==> src/design/cfqd_pkg.sv <==
// shared types, constants and helpers for the captured frame queue dumper
// no dependencies; imported by cfqd_ctrl, cfqd_dpath and the top level
package cfqd_pkg;

  // configuration port
  localparam int PADDR_W = 3;
  localparam int PDATA_W = 32;
  // register index of binary_mode, taken from the word address bit
  localparam logic REG_BINARY_MODE = 1'b0;

  // output characters
  localparam logic [7:0] CH_CR   = 8'd13;
  localparam logic [7:0] CH_LF   = 8'd10;
  localparam logic [7:0] CH_ZERO = 8'h30;
  localparam logic [7:0] CH_A    = 8'h41;

  // input item kinds
  localparam logic KIND_RX    = 1'b0;
  localparam logic KIND_DRAIN = 1'b1;

  // controller states
  typedef enum logic [1:0] {
    ST_IDLE,
    ST_LOAD,
    ST_EMIT
  } ctrl_state_t;

  // controller to datapath commands
  typedef struct packed {
    logic rx_take;   // store a received byte this cycle
    logic dr_load;   // build the character queue from read data
    logic dr_shift;  // one character taken by the sink
  } dp_cmd_t;

  // datapath to controller status
  typedef struct packed {
    logic empty;     // no committed frame in the ring
    logic one_left;  // last queued character at the output
  } dp_stat_t;

  // uppercase ascii hex digit of a nibble
  function automatic logic [7:0] hex_digit(input logic [3:0] v);
    logic [7:0] d;
    if (v < 4'd10) begin
      d = CH_ZERO + {4'd0, v};
    end else begin
      d = CH_A + {4'd0, v - 4'd10};
    end
    return d;
  endfunction

endpackage

==> src/design/cfqd_ctrl.sv <==
// controller state machine: input acceptance, drain sequencing, output valid
// depends on cfqd_pkg
module cfqd_ctrl (
  input  logic               clk,
  input  logic               rst_n,
  input  logic               in_valid,
  input  logic               in_kind,
  output logic               in_stall,
  output logic               out_valid,
  input  logic               out_stall,
  input  cfqd_pkg::dp_stat_t stat_i,
  output cfqd_pkg::dp_cmd_t  cmd_o
);
  import cfqd_pkg::*;

  ctrl_state_t state_r, state_nxt;
  logic        accept;

  assign accept = in_valid && !in_stall;

  // next state
  always_comb begin
    state_nxt = state_r;
    case (state_r)
      ST_IDLE: begin
        if (accept && in_kind == KIND_DRAIN && !stat_i.empty) begin
          state_nxt = ST_LOAD;
        end
      end
      ST_LOAD: begin
        state_nxt = ST_EMIT;
      end
      ST_EMIT: begin
        if (!out_stall && stat_i.one_left) begin
          state_nxt = ST_IDLE;
        end
      end
      default: begin
        state_nxt = ST_IDLE;
      end
    endcase
  end

  // outputs and commands
  always_comb begin
    in_stall       = 1'b1;
    out_valid      = 1'b0;
    cmd_o.rx_take  = 1'b0;
    cmd_o.dr_load  = 1'b0;
    cmd_o.dr_shift = 1'b0;
    case (state_r)
      ST_IDLE: begin
        in_stall      = 1'b0;
        cmd_o.rx_take = in_valid && in_kind == KIND_RX;
      end
      ST_LOAD: begin
        cmd_o.dr_load = 1'b1;
      end
      ST_EMIT: begin
        out_valid      = 1'b1;
        cmd_o.dr_shift = !out_stall;
      end
      default: begin
        in_stall = 1'b1;
      end
    endcase
  end

  // state register
  always_ff @(posedge clk) begin
    if (!rst_n) begin
      state_r <= ST_IDLE;
    end else begin
      state_r <= state_nxt;
    end
  end

endmodule

==> config.mk <==
export PLATFORM = sky130hd
export DESIGN_NAME = cfqd_ctrl
export DESIGN_NICKNAME = d
export VERILOG_FILES = /design/src/design/cfqd_pkg.sv /design/src/design/cfqd_ctrl.sv
export SDC_FILE = /design/constraint.sdc
export NUM_CORES = 1
export LEC_CHECK = 0
export BUFFER_PORTS_ARGS = -buffer_cell sky130_fd_sc_hd__buf_2
export CORE_AREA = 3 3 40 42
export CTS_BUF_LIST = sky130_fd_sc_hd__clkbuf_8
export DETAILED_ROUTE_END_ITERATION = 16
export DIE_AREA = 0 0 43 45
export SYNTH_ARGS = -nofsm -noshare
export SYNTH_HDL_FRONTEND = slang
export SYNTH_SLANG_ARGS = --single-unit
==> constraint.sdc <==
create_clock -name clk -period 1.9 [get_ports clk]
set_input_delay 0.095 -clock clk [delete_from_list [all_inputs] [get_ports clk]]
set_output_delay 0.095 -clock clk [all_outputs]
set_load 0.02 [all_outputs]
# ---- Word level (Yosys, flattened, before mapping)
# Cells that the tools add are included.
dict set report totals {
  ff_bits 2
  latchBits 0
  ram_bits 0
  rom_bits 0
  input_bits 7
  output_inout_bits 5
  word_cells 23
  mem_count 0
}
dict set report classes {
  n_addsub 0
  multipliers 0
  n_div 0
  order_cmp 0
  n_eq_ne 4
  n_shift 0
  n_mux 8
  bitwise 1
  n_reduce_logical 9
}
# operator count
set op_table {}
lappend op_table {{2-bit one-hot mux with 3 select lines} 1}
lappend op_table {{1-bit logical AND} 5}
lappend op_table {{1-bit two-way mux} 5}
lappend op_table {{2-bit two-way mux} 2}
lappend op_table {{2-bit by 1-bit == test with 1-bit output, second input constant} 1}
lappend op_table {{2-bit == test, second input constant} 1}
lappend op_table {{1-bit logical NOT} 2}
lappend op_table {{2-bit logical NOT} 1}
lappend op_table {{2-bit by 1-bit inequality test with 1-bit output, second input constant} 1}
lappend op_table {{2-bit inequality test, second input constant} 1}
lappend op_table {{2-bit AND reduction} 1}
lappend op_table {{1-bit inverter} 1}

# ---- Logic depth before layout (Yosys ltp)
dict set report depth {
  depth_word 6
  ltp_mapped 3
  mapped_depth_nobuf 3
}

# ---- Worst setup path before layout
# OpenSTA, ideal clock, no wires.
dict set report synth_timing {
  path_type {register to output}
  startpoint {register state_r[1]}
  endpoint {output port cmd_o[2] (netlist name)}
  arrival_time_ps 796
  required_time_ps 1805
  slack_ps 1009
  path_stages_with_launch 4
  n_path_buf 0
  path_cell_list {dfxtp_1 > nor2_1 > nand2_1 > nor2_1}
}
# element line_no
set synth_lines {}
lappend synth_lines {{start, declared} cfqd_ctrl.sv:16} ;# ctrl_state_t state_r, state_nxt;
lappend synth_lines {{start signal, assigned} cfqd_ctrl.sv:74} ;# state_r <= state_nxt;
lappend synth_lines {{end, declared} cfqd_ctrl.sv:12} ;# output cfqd_pkg::dp_cmd_t cmd_o

==> impl.org <==
** Worst setup path
- Of all nets on the critical path, the largest fanout is 3.
- Delay of the slowest cell on the worst path :: 0.31 ns
- Counting stages on the worst path, the most repeated cell is nor2_1.
- The most critical setup path has its startpoint at state_r[1].
- Reg2reg setup slack :: 1.09 ns
- CP Data Required Time :: 1.80 ns
- Cell with the largest stage delay on the worst path :: dfxtp_1
- At the worst endpoint, the arrival time is 1.03 ns.
- R2R Path End :: state_r[1]
- Counting cells, the worst reg-to-reg path comes to 3.
- The number of buffers and inverters on the critical path is 1.
- Worst setup SP type :: register
- The signal on the critical path passes through nor2_1 > nand2_1 > nor2_1 > buf_2.
- The setup path with the least slack is of type reg -> out.
- Largest delay share family, worst path :: simple AND/OR/NAND/NOR gates
- The worst register-to-register path begins at state_r[0].
- Levels on crit path :: 4
- Endpoint type of the worst setup path :: output pin

** STA
- Measured against its own limit, the worst slew margin works out to 89.5%.
- Least-Margin Pin Slew :: 0.157 ns
- For the finished layout, the period the worst path requires is 1.13 ns.
- Setup repair after global routing left no endpoint under its margin.
- Count of endpoints failing setup in the final report :: 0
- Number of hold violations in the final report :: 0
- For this run, the top clock speed supported by timing is just under 900 MHz.
- Dividing the final minimum period by the clock period gives 59.3%.
- Final TNS setup :: 0 ns
- Max-slew violations :: 0
- Worst clock skew :: 0.00161 ns

** Yosys
- Yosys warning total :: 0
- Flop and latch count out of synthesis :: 2
- Leading post-synthesis cells by cell area :: dfxtp_1 (34%), inv_1 (9.7%), nor2_1 (9.7%), nor3_2 (8.6%), a21oi_2 (7.5%)
- The largest total area in the synthesized netlist belongs to dfxtp_1.
- In this run, distinct cell masters in the synthesized netlist total 10.
- Per-instance average area after synthesis :: 7.27 um^2
- Post-synthesis cell count :: 16
- Sequential cells were found to cover 34.4% of the synthesized design area.
- Cell area after technology mapping :: 116 um^2
- Post-synth net total :: 23
- Fraction of synthesized cell area taken by the top area cell type :: about 34%

** Clocking
- Count of H-tree levels built during CTS :: 1
- TritonCTS created 3 clock buffers.
- TritonCTS built the clock tree.
- Post-CTS repair changed the size of 0 cells.
- Once the clock tree was built, the setup fixing pass inserted 0 buffers.
- Clock edge transition at the registers on the reported setup and hold paths :: around 0.030 ns
- For the worst-skew pair, the clock arrives at the later sink with an insertion delay of 0.21 ns.
- After clock tree synthesis, the flow added hold-fix buffers numbering 0.
- Total number of clock tree sinks :: 2
- CTS placed an instance of clkbuf_8 at the clock tree root.
- The clock passes through at most 2 buffers.

** Floorplanning
- Die W :: approximately 43 um
- The floorplan step set the die height to 45 um.
- I/O pin cnt :: 12
- For this configuration, the core starts out at a cell density of 9.06%.
- Core Footprint :: 0.00128 mm^2
- Die area :: 0.00194 mm^2
- Core Rows :: 13

** GRT
- Number of global-route vias before repair :: 134
- GRT Resource Usage Total :: under 10%
- Total grt overflow :: 0
- The first global-routing pass estimated 517 um of wire.
- Antenna violations before repair :: 0
- Largest net degree at the start of global routing :: 4

** Routing
- Number of nets with antenna violations after detailed routing :: 0
- Iteration count of the initial detailed-routing pass :: 3
- Routed Wire Length :: 323 um
- In the routed design, unresolved DRC markers number 0.
- The detailed router placed 127 vias in this run.
- Vias per inst :: 2.89
- For this block, the initial DRC count from the detailed router was 5.
- After detailed routing, the average wire length per cell comes to 7.34 um.

** Place
- Buffers placed on the I/O ports in this run total 11.
- At the end of routability-driven placement, the weighted congestion stood at 0.497.

** Power
- Leakage component of the power :: between 0.1 and 0.15 nW
- For this design the ratio of total power to cell area is 1040 mW/mm^2.
- Design Power :: approximately 0.23 mW
- Worst supply voltage drop on vdd :: 0.279 mV

** Worst hold path
- The startpoint identified for the worst hold timing path is stat_i[1].
- Type of the worst min-delay path :: in -> reg
- The worst hold path was traced through 2 stages.
- Capture endpoint of the worst hold path :: state_r[0]

** Layout
- Antenna cell count :: 0
- From synthesis to final layout, the design area changed by 92.5%.
- Cells with a size suffix above 1 make up 55.2% of the layout.
- The register with the most flip-flops in the layout has 2 of them.
- The largest registers in the layout are state_r: 2 flops.
- Largest Register :: state_r
- The final layout contains 38 nets.

** Flow run
- Max cap viols :: 0

** Run status
- The flow ran to the end, and the final reports show no timing, DRC or antenna violations.
==> synth_stat cells (all sizes together) <==
master  n
inv     3
nor2    3
dfxtp   2
nand2   2
a21oi   1
buf     1
nand2b  1
nor2b   1
nor3    1
o21a    1
==> layer usage <==
metal | global-route usage [%] | share of wire (%) | vias to the layer above
met2 | 3.59 | 32 | 11
met4 | 7.23 | 0 | 0
met3 | 2.39 | 18 | 0
li1 | - | - | 74
met5 | 0 | 0 | -
met1 | 5.04 | 50 | 42
==> cell families (layout without fill, tap and decap cells) <==
| group | count (synthesis) | in the layout | share of synthesized area (%) |
|---|---|---|---|
| simple gates | 8 | 8 | 35.5 |
| flops | 2 | 2 | 34.4 |
| compound gates | 2 | 2 | 14.0 |
| buf+inv | 4 | 17 | 16.1 |
==> area by class of cell <==
type,instances,area (um^2)
clock buffer,3,41.3
fill,150,1060
inverter,3,11.3
multi-input combinational,10,57.6
sequential,2,40.0
tap,15,18.8
timing repair buffer,11,55.1
==> cell usage in the layout, fill, tap and decap left out <==
cell / count
a21oi_2: 1
buf_2: 11
clkbuf_8: 3
dfxtp_1: 2
inv_1: 3
nand2_1: 2
nand2b_1: 1
nor2_1: 3
nor2b_1: 1
nor3_2: 1
o21a_1: 1
==> through the flow <==
step           instance area (um^2)  hold slack [ns]  cells  setup WS, ns  utilization [%]
2_1_floorplan                   116            0.164     16          1.01                -
3_3_place_gp                    183            0.263     41          1.01             14.2
3_5_place_dp                    183            0.265     41         0.996             14.2
4_1_cts                         224           0.0433     44         0.767             17.4
5_1_grt                         224           0.0499     44         0.677             17.4
6_report                        224           0.0484     44         0.773             17.4
==> power by group <==
part / internal, mW / switching (mW) / total (mW)
logic: 0.00997 / 0.0134 / 0.0234
clock network: 0.134 / 0.0314 / 0.165
registers: 0.0436 / 0.000735 / 0.0443
total: 0.187 / 0.0455 / 0.233
==> how the worst max path moves through the flow <==
stage               endpoint  slack (ns)
finish              cmd_o[2]        0.77
global route        cmd_o[2]        0.68
CTS                 cmd_o[2]        0.77
detailed placement  cmd_o[2]         1.0
global placement    cmd_o[2]        1.01
floorplan           cmd_o[2]        1.01
Note: power is estimated with default switching activity, not from simulation.
